--- src/rtl/nfi_pkg.sv ---
// Package for the Newton forward-difference interpolator: payload types, codes and shared constants.
package nfi_pkg;

    localparam int WORD_W = 64;
    localparam int STEP_W = 7;
    localparam logic [STEP_W-1:0] DIV_STEPS = 7'd64;
    localparam logic [WORD_W-1:0] BIG_LIMIT = 64'h3FFF_FFFF_FFFF_FFFF;

    localparam logic [1:0] OP_CLEAR = 2'd0;
    localparam logic [1:0] OP_LOAD  = 2'd1;
    localparam logic [1:0] OP_EVAL  = 2'd2;

    localparam logic [1:0] STATUS_OK        = 2'd0;
    localparam logic [1:0] STATUS_NO_POINTS = 2'd1;
    localparam logic [1:0] STATUS_ZERO_STEP = 2'd2;
    localparam logic [1:0] STATUS_SATURATED = 2'd3;

    typedef struct packed {
        logic [1:0]         op;
        logic signed [31:0] sample_x;
        logic signed [31:0] sample_y;
        logic signed [31:0] query_x;
    } item_t;

    typedef struct packed {
        logic signed [31:0] interpolated;
        logic [1:0]         status;
    } result_t;

    typedef struct packed {
        logic              start;
        logic              div;
        logic [STEP_W-1:0] steps;
    } unit_ctl_t;

    typedef struct packed {
        logic done;
        logic ovf;
    } unit_sts_t;

endpackage

--- src/rtl/nfi_serial_unit.sv ---
// Shared bit-serial unit: saturating shift-add multiply or restoring divide, one bit per cycle.
module nfi_serial_unit (
    input  logic                       clk,
    input  logic                       rst_n,
    input  nfi_pkg::unit_ctl_t         ctl,
    input  logic [nfi_pkg::WORD_W-1:0] opa,
    input  logic [nfi_pkg::WORD_W-1:0] opb,
    output nfi_pkg::unit_sts_t         sts,
    output logic [nfi_pkg::WORD_W-1:0] result
);
    import nfi_pkg::*;

    logic [WORD_W-1:0] acc_reg, acc_next;
    logic [WORD_W-1:0] shb_reg, shb_next;
    logic [STEP_W-1:0] cnt_reg, cnt_next;
    logic              busy_reg, busy_next;
    logic              done_reg, done_next;
    logic              ovf_reg, ovf_next;

    logic              bit_in;
    logic [WORD_W-1:0] shifted;
    logic [WORD_W:0]   addend;
    logic [WORD_W:0]   sum;
    logic              ge;

    // In divide mode the adder subtracts the divisor; in multiply mode it adds the multiplicand.
    always_comb
    begin
        bit_in  = shb_reg[WORD_W-1];
        shifted = {acc_reg[WORD_W-2:0], ctl.div ? bit_in : 1'b0};
        if (ctl.div)
        begin
            addend = ~{1'b0, opa};
        end
        else
        begin
            addend = {1'b0, bit_in ? opa : {WORD_W{1'b0}}};
        end
        sum = {1'b0, shifted} + addend + {{WORD_W{1'b0}}, ctl.div};
        ge  = ~sum[WORD_W];
    end

    always_comb
    begin
        acc_next  = acc_reg;
        shb_next  = shb_reg;
        cnt_next  = cnt_reg;
        busy_next = busy_reg;
        done_next = 1'b0;
        ovf_next  = ovf_reg;
        if (ctl.start)
        begin
            acc_next  = '0;
            shb_next  = opb;
            cnt_next  = '0;
            busy_next = 1'b1;
            ovf_next  = 1'b0;
        end
        else if (busy_reg)
        begin
            if (ctl.div)
            begin
                acc_next = ge ? sum[WORD_W-1:0] : shifted;
                shb_next = {shb_reg[WORD_W-2:0], ge};
            end
            else
            begin
                // The partial product only grows, so an overflow is sticky.
                ovf_next = ovf_reg | (sum > {1'b0, BIG_LIMIT});
                if (!ovf_next)
                begin
                    acc_next = sum[WORD_W-1:0];
                end
                shb_next = {shb_reg[WORD_W-2:0], 1'b0};
            end
            cnt_next = cnt_reg + STEP_W'(1);
            if (cnt_reg == ctl.steps - STEP_W'(1))
            begin
                busy_next = 1'b0;
                done_next = 1'b1;
            end
        end
    end

    always_ff @(posedge clk or negedge rst_n)
    begin
        if (!rst_n)
        begin
            cnt_reg  <= '0;
            busy_reg <= 1'b0;
            done_reg <= 1'b0;
            ovf_reg  <= 1'b0;
        end
        else
        begin
            cnt_reg  <= cnt_next;
            busy_reg <= busy_next;
            done_reg <= done_next;
            ovf_reg  <= ovf_next;
        end
    end

    always_ff @(posedge clk)
    begin
        acc_reg <= acc_next;
        shb_reg <= shb_next;
    end

    assign sts.done = done_reg;
    assign sts.ovf  = ovf_reg;
    assign result   = ctl.div ? shb_reg : (ovf_reg ? BIG_LIMIT : acc_reg);

endmodule

--- src/rtl/newton_forward_interpolator_core.sv ---
// Newton forward-difference interpolator top level: point store, difference table and sequencer.
//
//  channel  | handshake                   | payload
//  ---------+-----------------------------+-------------------------------------------
//  item     | item_valid / item_ready     | op, sample_x, sample_y, query_x
//  result   | result_valid / result_ready | interpolated, status (evaluate only)
//
// Clear and load complete in the idle state. An evaluate with two or more points runs, for each
// difference order, the bit-serial multiply, divide and multiply passes of the shared unit.
// rst_n clears the point count, the sequencer and the result valid flag; stored points are
// not cleared. item_ready is low while an evaluation runs; a finished result waiting on
// result_ready does not block new items until the next result is ready to be stored.
module newton_forward_interpolator_core #(
    parameter int MAX_POINTS = 6,
    parameter int FRAC_BITS  = 16
) (
    input  logic             clk,
    input  logic             rst_n,
    input  logic             item_valid,
    output logic             item_ready,
    input  nfi_pkg::item_t   item,
    output logic             result_valid,
    input  logic             result_ready,
    output nfi_pkg::result_t result
);
    import nfi_pkg::*;

    localparam int CW   = $clog2(MAX_POINTS + 1);
    localparam int IW   = (MAX_POINTS > 1) ? $clog2(MAX_POINTS) : 1;
    localparam int DW   = 32 + MAX_POINTS - 1;
    localparam int MB   = (DW > 33) ? DW : 33;
    localparam int DENW = 33 + CW;
    localparam int X1   = (MAX_POINTS > 1) ? 1 : 0;
    localparam logic [STEP_W-1:0] MUL_STEPS = STEP_W'(MB);

    localparam logic [3:0] S_IDLE  = 4'd0;
    localparam logic [3:0] S_START = 4'd1;
    localparam logic [3:0] S_DIFF  = 4'd2;
    localparam logic [3:0] S_MUL1  = 4'd3;
    localparam logic [3:0] S_DIV1  = 4'd4;
    localparam logic [3:0] S_MUL2  = 4'd5;
    localparam logic [3:0] S_ADD   = 4'd6;
    localparam logic [3:0] S_FIN   = 4'd7;
    localparam logic [3:0] S_OUT   = 4'd8;

    logic [3:0]               state_reg, state_next;
    logic [CW-1:0]            cnt_reg, cnt_next;
    logic [CW-1:0]            k_reg, k_next;
    logic                     launch_reg, launch_next;
    logic                     clamp_reg, clamp_next;
    logic                     rv_reg, rv_next;
    result_t                  res_reg, res_next;
    result_t                  pend_reg, pend_next;

    logic signed [31:0]       x_reg [MAX_POINTS];
    logic signed [31:0]       y_reg [MAX_POINTS];
    logic signed [31:0]       x_next [MAX_POINTS];
    logic signed [31:0]       y_next [MAX_POINTS];
    logic signed [DW-1:0]     d_reg [MAX_POINTS];
    logic signed [DW-1:0]     d_next [MAX_POINTS];
    logic signed [31:0]       q_reg, q_next;
    logic [32:0]              hmag_reg, hmag_next;
    logic                     hneg_reg, hneg_next;
    logic [DENW-1:0]          den_reg, den_next;
    logic [WORD_W-1:0]        pmag_reg, pmag_next;
    logic                     pneg_reg, pneg_next;
    logic                     sgn_reg, sgn_next;
    logic signed [WORD_W-1:0] acc_reg, acc_next;

    unit_ctl_t                ctl;
    unit_sts_t                sts;
    logic [WORD_W-1:0]        opa;
    logic [WORD_W-1:0]        opb;
    logic [WORD_W-1:0]        ures;

    logic signed [32:0]       h_s;
    logic signed [32:0]       qx_s;
    logic [32:0]              qx_mag;
    logic [DW-1:0]            d0_mag;
    logic [CW-1:0]            km1;
    logic [CW-1:0]            k_inc;
    logic [WORD_W-1:0]        term_mag;
    logic signed [WORD_W-1:0] term_s;
    logic signed [WORD_W-1:0] sum_s;
    logic [WORD_W-1:0]        sum_mag;

    nfi_serial_unit u_unit (
        .clk    (clk),
        .rst_n  (rst_n),
        .ctl    (ctl),
        .opa    (opa),
        .opb    (opb),
        .sts    (sts),
        .result (ures)
    );

    assign item_ready   = (state_reg == S_IDLE);
    assign result_valid = rv_reg;
    assign result       = res_reg;

    always_comb
    begin
        km1      = k_reg - CW'(1);
        k_inc    = k_reg + CW'(1);
        h_s      = 33'(x_reg[X1]) - 33'(x_reg[0]);
        qx_s     = 33'(q_reg) - 33'(x_reg[km1[IW-1:0]]);
        qx_mag   = qx_s[32] ? 33'(-qx_s) : 33'(qx_s);
        d0_mag   = d_reg[0][DW-1] ? DW'(-d_reg[0]) : DW'(d_reg[0]);
        term_mag = (ures + (WORD_W'(1) << (FRAC_BITS - 1))) >> FRAC_BITS;
        term_s   = sgn_reg ? -$signed(term_mag) : $signed(term_mag);
        sum_s    = acc_reg + term_s;
        sum_mag  = sum_s[WORD_W-1] ? WORD_W'(-sum_s) : WORD_W'(sum_s);
    end

    // Unit operands: the running factor times (q - x), divided by k*h, then times the difference.
    always_comb
    begin
        ctl.start = 1'b0;
        ctl.div   = (state_reg == S_DIV1);
        ctl.steps = ctl.div ? DIV_STEPS : MUL_STEPS;
        opa       = ctl.div ? WORD_W'(den_reg) : pmag_reg;
        opb       = '0;
        unique case (state_reg)
            S_MUL1:
            begin
                ctl.start = !launch_reg;
                opb       = WORD_W'(qx_mag) << (WORD_W - MB);
            end
            S_DIV1:
            begin
                ctl.start = !launch_reg;
                opb       = pmag_reg + WORD_W'(den_reg >> 1);
            end
            S_MUL2:
            begin
                ctl.start = !launch_reg;
                opb       = WORD_W'(d0_mag) << (WORD_W - MB);
            end
            default:
            begin
                ctl.start = 1'b0;
            end
        endcase
    end

    always_comb
    begin
        state_next  = state_reg;
        cnt_next    = cnt_reg;
        k_next      = k_reg;
        launch_next = launch_reg;
        clamp_next  = clamp_reg;
        rv_next     = rv_reg;
        res_next    = res_reg;
        pend_next   = pend_reg;
        x_next      = x_reg;
        y_next      = y_reg;
        d_next      = d_reg;
        q_next      = q_reg;
        hmag_next   = hmag_reg;
        hneg_next   = hneg_reg;
        den_next    = den_reg;
        pmag_next   = pmag_reg;
        pneg_next   = pneg_reg;
        sgn_next    = sgn_reg;
        acc_next    = acc_reg;

        if (rv_reg && result_ready)
        begin
            rv_next = 1'b0;
        end

        unique case (state_reg)
            S_IDLE:
            begin
                if (item_valid)
                begin
                    unique case (item.op)
                        OP_CLEAR:
                        begin
                            cnt_next = '0;
                        end
                        OP_LOAD:
                        begin
                            if (cnt_reg < CW'(MAX_POINTS))
                            begin
                                x_next[cnt_reg[IW-1:0]] = item.sample_x;
                                y_next[cnt_reg[IW-1:0]] = item.sample_y;
                                cnt_next = cnt_reg + CW'(1);
                            end
                        end
                        OP_EVAL:
                        begin
                            q_next     = item.query_x;
                            state_next = S_START;
                        end
                        default:
                        begin
                            cnt_next = cnt_reg;
                        end
                    endcase
                end
            end
            S_START:
            begin
                state_next = S_OUT;
                if (cnt_reg == '0)
                begin
                    pend_next.interpolated = '0;
                    pend_next.status       = STATUS_NO_POINTS;
                end
                else if (cnt_reg == CW'(1))
                begin
                    pend_next.interpolated = y_reg[0];
                    pend_next.status       = STATUS_OK;
                end
                else if (h_s == '0)
                begin
                    pend_next.interpolated = '0;
                    pend_next.status       = STATUS_ZERO_STEP;
                end
                else
                begin
                    for (int i = 0; i < MAX_POINTS; i++)
                    begin
                        d_next[i] = DW'(y_reg[i]);
                    end
                    acc_next   = WORD_W'(y_reg[0]);
                    pmag_next  = WORD_W'(1) << FRAC_BITS;
                    pneg_next  = 1'b0;
                    clamp_next = 1'b0;
                    k_next     = CW'(1);
                    hmag_next  = h_s[32] ? 33'(-h_s) : 33'(h_s);
                    hneg_next  = h_s[32];
                    state_next = S_DIFF;
                end
            end
            S_DIFF:
            begin
                // One order of the difference table; d[0] then holds the k-th difference.
                for (int i = 0; i < MAX_POINTS - 1; i++)
                begin
                    d_next[i] = d_reg[i+1] - d_reg[i];
                end
                den_next    = DENW'(hmag_reg) * DENW'(k_reg);
                launch_next = 1'b0;
                state_next  = S_MUL1;
            end
            S_MUL1:
            begin
                if (!launch_reg)
                begin
                    launch_next = 1'b1;
                    sgn_next    = pneg_reg ^ qx_s[32];
                end
                else if (sts.done)
                begin
                    // The product magnitude becomes the dividend of the next pass.
                    pmag_next   = ures;
                    clamp_next  = clamp_reg | sts.ovf;
                    launch_next = 1'b0;
                    state_next  = S_DIV1;
                end
            end
            S_DIV1:
            begin
                if (!launch_reg)
                begin
                    launch_next = 1'b1;
                end
                else if (sts.done)
                begin
                    // The rounded quotient never exceeds the clamp limit here.
                    pmag_next   = ures;
                    pneg_next   = sgn_reg ^ hneg_reg;
                    launch_next = 1'b0;
                    state_next  = S_MUL2;
                end
            end
            S_MUL2:
            begin
                if (!launch_reg)
                begin
                    launch_next = 1'b1;
                    sgn_next    = pneg_reg ^ d_reg[0][DW-1];
                end
                else if (sts.done)
                begin
                    clamp_next  = clamp_reg | sts.ovf;
                    launch_next = 1'b0;
                    state_next  = S_ADD;
                end
            end
            S_ADD:
            begin
                if (sum_mag > BIG_LIMIT)
                begin
                    clamp_next = 1'b1;
                    acc_next   = sum_s[WORD_W-1] ? -$signed(BIG_LIMIT) : $signed(BIG_LIMIT);
                end
                else
                begin
                    acc_next = sum_s;
                end
                k_next     = k_inc;
                state_next = (k_inc < cnt_reg) ? S_DIFF : S_FIN;
            end
            S_FIN:
            begin
                pend_next.status = clamp_reg ? STATUS_SATURATED : STATUS_OK;
                if (acc_reg > 64'sd2147483647)
                begin
                    pend_next.interpolated = 32'sh7FFF_FFFF;
                    pend_next.status       = STATUS_SATURATED;
                end
                else if (acc_reg < -64'sd2147483648)
                begin
                    pend_next.interpolated = 32'sh8000_0000;
                    pend_next.status       = STATUS_SATURATED;
                end
                else
                begin
                    pend_next.interpolated = acc_reg[31:0];
                end
                state_next = S_OUT;
            end
            S_OUT:
            begin
                if (!rv_reg || result_ready)
                begin
                    res_next   = pend_reg;
                    rv_next    = 1'b1;
                    state_next = S_IDLE;
                end
            end
            default:
            begin
                state_next = S_IDLE;
            end
        endcase
    end

    always_ff @(posedge clk or negedge rst_n)
    begin
        if (!rst_n)
        begin
            state_reg  <= S_IDLE;
            cnt_reg    <= '0;
            k_reg      <= '0;
            launch_reg <= 1'b0;
            clamp_reg  <= 1'b0;
            rv_reg     <= 1'b0;
        end
        else
        begin
            state_reg  <= state_next;
            cnt_reg    <= cnt_next;
            k_reg      <= k_next;
            launch_reg <= launch_next;
            clamp_reg  <= clamp_next;
            rv_reg     <= rv_next;
        end
    end

    always_ff @(posedge clk)
    begin
        res_reg  <= res_next;
        pend_reg <= pend_next;
        x_reg    <= x_next;
        y_reg    <= y_next;
        d_reg    <= d_next;
        q_reg    <= q_next;
        hmag_reg <= hmag_next;
        hneg_reg <= hneg_next;
        den_reg  <= den_next;
        pmag_reg <= pmag_next;
        pneg_reg <= pneg_next;
        sgn_reg  <= sgn_next;
        acc_reg  <= acc_next;
    end

    a_count_range: assert property (@(posedge clk) disable iff (!rst_n)
        cnt_reg <= CW'(MAX_POINTS))
        else $error("point count beyond store depth");

    a_start_state: assert property (@(posedge clk) disable iff (!rst_n)
        ctl.start |-> (state_reg == S_MUL1 || state_reg == S_DIV1 || state_reg == S_MUL2))
        else $error("unit started outside an arithmetic step");

    a_done_launched: assert property (@(posedge clk) disable iff (!rst_n)
        sts.done |-> launch_reg)
        else $error("unit finished with no operation launched");

    a_order_range: assert property (@(posedge clk) disable iff (!rst_n)
        (state_reg == S_DIFF) |-> (k_reg != '0 && k_reg < cnt_reg))
        else $error("difference order out of range");

    a_no_overwrite: assert property (@(posedge clk) disable iff (!rst_n)
        (rv_reg && !result_ready) |=> $stable(res_reg))
        else $error("pending result overwritten");

endmodule

--- config.mk ---
export PLATFORM = sky130hd
export DESIGN_NAME = newton_forward_interpolator_core
export DESIGN_NICKNAME = d
export VERILOG_FILES = /design/src/rtl/nfi_pkg.sv /design/src/rtl/nfi_serial_unit.sv /design/src/rtl/newton_forward_interpolator_core.sv
export SDC_FILE = /design/constraint.sdc
export NUM_CORES = 2
export LEC_CHECK = 0
export ABC_AREA = 1
export BUFFER_PORTS_ARGS = -buffer_cell sky130_fd_sc_hd__buf_2
export CELL_PAD_IN_SITES_DETAIL_PLACEMENT = 2
export CELL_PAD_IN_SITES_GLOBAL_PLACEMENT = 2
export CORE_ASPECT_RATIO = 2
export CORE_MARGIN = 10
export CORE_UTILIZATION = 39
export CTS_CLUSTER_DIAMETER = 60
export DETAILED_ROUTE_END_ITERATION = 12
export PLACE_DENSITY = 0.91
export SYNTH_ARGS = -nofsm -noshare
export SYNTH_HDL_FRONTEND = slang
export SYNTH_SLANG_ARGS = --single-unit
--- constraint.sdc ---
create_clock -name clk -period 21.3 [get_ports clk]
set_clock_uncertainty 0.05 [all_clocks]
set_input_delay 4.26 -clock clk [delete_from_list [all_inputs] [get_ports clk]]
set_output_delay 4.26 -clock clk [all_outputs]
set_load 0.05 [all_outputs]
Word level (Yosys, flattened, before mapping)
Index checks and enable logic that the tools add are counted.
Storage, ports and cells
  logic and storage cells: 260
  bits of input ports: 102
  flip-flop bits (word level): 1052
  output and inout bits: 36
Cells by class
  order comparisons: 9
  eq/ne operators: 35
  $add $sub $neg: 22
  reductions and logical operators: 37
  bitwise logic cells: 12
  $mul: 1
  mux-type cells: 101
Operator list (number)
  2-to-1 mux 64 bit: 21
  2-to-1 mux 222 bit: 3
  bitwise mux 192 bit: 2
  case mux 185 bit (2 select lines): 1
  case mux 64 bit (2 select lines): 2
  case mux 64 bit (3 select lines): 1
  2-to-1 mux 32 bit: 5
  subtractor 37 bit: 4
  2-to-1 mux 34 bit: 4
  binary-select mux 32 bit (select 3 bit): 1
  demux 32 bit (select 3 bit): 1
  case mux 34 bit (2 select lines): 1
  negation 33 bit: 2
  subtractor 32 x 32 -> 33 bit: 2
  adder 64 x 65 -> 65 bit: 1
  adder 65 x 1 -> 65 bit: 1
  > comparator 65 x 62 -> 1 bit (second input constant): 1
  2-to-1 mux 65 bit: 1
  NOT 64 -> 65 bit: 1
  adder 64 x 16 -> 64 bit (second input constant): 1
  adder 64 x 35 -> 64 bit: 1
  adder 64 bit: 1
  > comparator 64 x 32 -> 1 bit (second input constant): 1
  > comparator 64 x 62 -> 1 bit (second input constant): 1
  57 further kinds: 157

Depth between registers and ports, before layout
  depth in word-level cells: 11
  gate-level depth with buffers: 52
  depth with buffers taken out: 49

By module
Synthesis repeated with hierarchy kept, for this count alone.
Unflattened totals
  cell total of the unflattened synthesis: 10934
  area, all modules: 80485.9 um^2
By module, submodules not included
  newton_forward_interpolator_core: area an instance 66945.5 um^2, seq. area each 27381.3 um^2, cells each 8683, times used 1
  nfi_serial_unit: area an instance 13540.5 um^2, seq. area each 3453.3 um^2, cells each 2251, times used 1

Worst setup path before layout
OpenSTA, ideal clock, no wires.
  path kind: reg-to-reg
  start: reg x_reg[130] (netlist name)
  end: reg d_reg[100] (netlist name) (enable)
  stages on the path, launching flop included: 21
  slack: 3.807 ns
  arrival time: 16.454 ns
  path buffers: 0
  cell sequence: edfxtp_1 -> ha_1 -> a21oi_1 -> nand2_1 -> a21oi_1 -> o21ai_0 -> a21boi_0 -> o21ai_0 -> a21oi_1 -> xnor2_1 -> nor2_1 -> nand2_1 -> nor2_1 -> nand2_1 -> nor2_1 -> nand4_1 -> nor3_1 -> ha_1 -> nor3_1 -> inv_1 -> o21ai_0
Between the ends
  longest elaborated chain between the ends: 4
Ends and longest elaborated chain
  from (decl): RTL line newton_forward_interpolator_core.sv:55  | logic signed [31:0] x_reg [MAX_POINTS];
  from (signal assigned): RTL line newton_forward_interpolator_core.sv:369  | x_reg <= x_next;
  subtractor 32 x 32 -> 33 bit: RTL line newton_forward_interpolator_core.sv:105  | h_s = 33'(x_reg[X1]) - 33'(x_reg[0]);
  logical NOT 33 bit: RTL line newton_forward_interpolator_core.sv:217  | else if (h_s == '0)
  inequality test 2 bit (no line)
  AND reduction 4 bit (no line)
  to (signal assigned): RTL line newton_forward_interpolator_core.sv:371  | d_reg <= d_next;
  to (decl): RTL line newton_forward_interpolator_core.sv:59  | logic signed [DW-1:0] d_reg [MAX_POINTS];
Every way passes these cells.
A chain may end at the register's enable or synchronous reset.

Worst setup path after layout
  start: reg u_unit.ovf_reg
  end: reg acc_reg[11] (data pin)
Between the ends
  longest elaborated chain between the ends: 11
  elaborated cells on any way between the ends: 12
Ends and longest elaborated chain
  from (decl): RTL line nfi_serial_unit.sv:18  | logic ovf_reg, ovf_next;
  from (signal assigned): RTL line nfi_serial_unit.sv:99  | ovf_reg <= ovf_next;
  2-to-1 mux 64 bit (*) (2 in a row): RTL line nfi_serial_unit.sv:111  | assign result = ctl.div ? shb_reg : (ovf_reg ? BIG_LIMIT : acc_reg);
  named net u_unit.result, one bit: RTL line nfi_serial_unit.sv:9  | output logic [nfi_pkg::WORD_W-1:0] result
  adder 64 x 16 -> 64 bit (*): RTL line newton_forward_interpolator_core.sv:109  | term_mag = (ures + (WORD_W'(1) << (FRAC_BITS - 1))) >> FRAC_BITS;
  negation 48 -> 64 bit: RTL line newton_forward_interpolator_core.sv:110  | term_s = sgn_reg ? -$signed(term_mag) : $signed(term_mag);
  2-to-1 mux 64 bit (*): RTL line newton_forward_interpolator_core.sv:110
  adder 64 bit (*): RTL line newton_forward_interpolator_core.sv:111  | sum_s = acc_reg + term_s;
  negation 64 bit: RTL line newton_forward_interpolator_core.sv:112  | sum_mag = sum_s[WORD_W-1] ? WORD_W'(-sum_s) : WORD_W'(sum_s);
  2-to-1 mux 64 bit: RTL line newton_forward_interpolator_core.sv:112
  > comparator 64 x 62 -> 1 bit: RTL line newton_forward_interpolator_core.sv:296  | if (sum_mag > BIG_LIMIT)
  2-to-1 mux 64 bit (*): RTL line newton_forward_interpolator_core.sv:296
  case mux 64 bit (2 select lines) (*): RTL line newton_forward_interpolator_core.sv:173  | unique case (state_reg)
  named net acc_next[11]: RTL line newton_forward_interpolator_core.sv:68  | logic signed [WORD_W-1:0] acc_reg, acc_next;
  to (signal assigned): RTL line newton_forward_interpolator_core.sv:379  | acc_reg <= acc_next;
  to (decl): RTL line newton_forward_interpolator_core.sv:68
The timed path passes the listed nets; every way through them passes the cells marked *.

==> results.yml <==
synth:
  synthCells: 10000
  synth_enable_flop_cells: 965
  yosysTopAreaCellShare: 0.376
  yosys-top-cells-area: "edfxtp_1, nand2_1, ha_1"
  ys_seq_area_frac: 0.401
  ys_top_cells_by_count: "nand2_1, inv_1, nor2_1"
  avgSynthCellArea_um2: 7.68
  yosys_warnings: 0
  yosysTopAreaCell: "edfxtp_1"
  synth_ff_type: "edfxtp_1"
  netlist_area_um2: 77000
  async_flop_share: 0.0219
  yosysMostFrequentCell: "nand2_1"
  ys_ff_latch: 1052
  yosysUniqueCellTypes: 68
  synth_nets: 10600
sta:
  fin_crit_sh: 0.453
  drv_slew: 0
  rsz0062_at_grt: "false"
  period_needed_ps: 9660
  slew_headroom: 0.152
  max_freq_ghz: 0.104
  setup_tns_ps: 0
  tightest_slew_ps: 1270
  hold_viol_final: 0
  setup_viol: 0
floorplan:
  die_x_um: 334
  initial_core_util: 0.392
  io_pins: 138
  row_count: 230
  core_region_area_um2: 196000
  die_height_um: 648
  dieArea_um2: 217000
clock_network:
  clk_pin_slew_ps: 70
  htreeDepth: 3
  holdBufCountCts: 0
  cts_sinks: 1052
  cts_root_buf: "clkbuf_16"
  cts_tree: "yes"
  post_cts_buffers: 0
  cts_resized: 0
  clock_path_buffers: 3
  clk_latency_ps: 800
  cts-buffers-inserted: 110
status:
  status: "finished clean"
global_route:
  grt_start_max_net_pins: 125
  overflow: 0
  grt_usage: 0.345
  grt_pass1_wl_mm: 565
  grt_pass1_vias: 86400
  antenna_found_initial: 20
placed_design:
  gp_congestion: 1.03
  portBuffers: 137
  hpwl_mm: 290
detailed_routing:
  drcViolationCount: 0
  drt_first_iter_violations: 5410
  vias: 77000
  first_pass_iters: 5
  routedWlPerCell_um: 30.2
  viasPerCell: 6.05
  routed_wl_mm: 384
  final_antenna_net_count: 0
setup_path:
  crit_fanout: 59
  cp_data_required_time_ps: 21770
  worst_r2r_startpoint: "u_unit.ovf_reg$_DFFE_PN0P_"
  start_kind: "flip-flop"
  path_class: "reg2reg"
  crit_path_start: "u_unit.ovf_reg$_DFFE_PN0P_"
  r2r_end: "acc_reg[11]$_DFFE_PP_"
  reg2regPathDepth: 40
  slowest_stage: "clkinv_1"
  worstPathArrival_ps: 10130
  crit_path_end_kind: "flip-flop"
  slowest_delay_ps: 620
  crit_top_cell: "nand2_1"
  endpoint: "acc_reg[11]$_DFFE_PP_"
  rrSetupSlack_ps: 11640
cells_and_area:
  syn2layout_area_growth_pct: 9.63
  drive_gt1_frac: 0.0584
  final_nets: 10700
  largest_reg_flops: 217
run:
  maxCapViolations: 0
min_path:
  hp-class: "reg2reg"
  whs_path_depth: 0
[cell type report]
type / count / area (µm²)
Multi-Input combinational cell: 7339 / 40000
Sequential cell: 1052 / 30800
Clock buffer: 125 / 2900
Clock inverter: 84 / 1020
Timing Repair Buffer: 212 / 1250
Inverter: 1367 / 5140
Tap cell: 2552 / 3190
Antenna cell: 4 / 10.0
Fill cell: 22500 / 112000
[critical path, delay by kind of cell (launching register included)]
| kind | cells | cell delay (ps) |
|---|---|---|
| compound gates | 7 | 2100 |
| buf+inv | 5 | 2010 |
| fa+ha+maj | 2 | 670 |
| flops | 1 | 340 |
| simple gates | 26 | 4150 |
[cell families after synthesis]
group | count (synthesis) | share of synthesized area
simple gates | 4395 | 0.240
compound gates | 2083 | 0.150
buf+inv | 1637 | 0.0816
fa+ha+maj | 506 | 0.0865
mux | 5 | 0.000650
flops | 1052 | 0.401
xor+xnor | 350 | 0.0399
[routing by layer]
layer	routed length (µm)	global-route usage	vias to the layer above
met5	57	0	-
met4	39600	0.297	10
met3	16200	0.0435	1403
met2	199000	0.642	2777
met1	130000	0.333	38900
li1	-	-	33900
[cell usage in the layout, fill, tap and decap left out, drive strengths merged, types with 40 or more instances in the layout]
| cell type | count |
|---|---|
| a21oi | 827 |
| a31oi | 111 |
| buf | 212 |
| clkbuf | 125 |
| clkinv | 48 |
| dfxtp | 64 |
| edfxtp | 965 |
| fa | 43 |
| ha | 463 |
| inv | 1377 |
| nand2 | 2237 |
| nand3 | 624 |
| nand4 | 94 |
| nor2 | 1182 |
| nor3 | 118 |
| nor4 | 53 |
| o211ai | 57 |
| o21a | 43 |
| o21ai | 774 |
| o22ai | 49 |
| o31ai | 40 |
| xnor2 | 124 |
| xor2 | 226 |
[per-stage QoR]
step	util	instance area [µm²]	hold slack (ps)	worst slack, ps	std cells
after global routing	0.430	84400	373	10870	12700
after global placement	0.410	80400	351	12130	12500
after CTS	0.430	84400	367	11700	12700
final	0.430	84400	372	11640	12700
after detailed placement	0.410	80400	355	11690	12500
after floorplan	-	77000	350	3810	10000
[how the worst min path moves through the flow]
| stage | slack (ps) | endpoint | start |
|---|---|---|---|
| after global placement | 350 | d_reg[25]$_DFFE_PP_ | y_reg[25]$_DFFE_PP_ |
| after detailed placement | 360 | d_reg[0]$_DFFE_PP_ | y_reg[0]$_DFFE_PP_ |
| after CTS | 370 | result[15]$_DFFE_PP_ | pend_reg[15]$_DFFE_PP_ |
| after global routing | 370 | result[16]$_DFFE_PP_ | pend_reg[16]$_DFFE_PP_ |
| final | 370 | result[27]$_DFFE_PP_ | pend_reg[27]$_DFFE_PP_ |
| after floorplan | 350 | d_reg[0]$_DFFE_PP_ | y_reg[0]$_DFFE_PP_ |
Power is not shown: default switching activity piles up to over one toggle a cycle in this logic, so the estimate is an artifact.
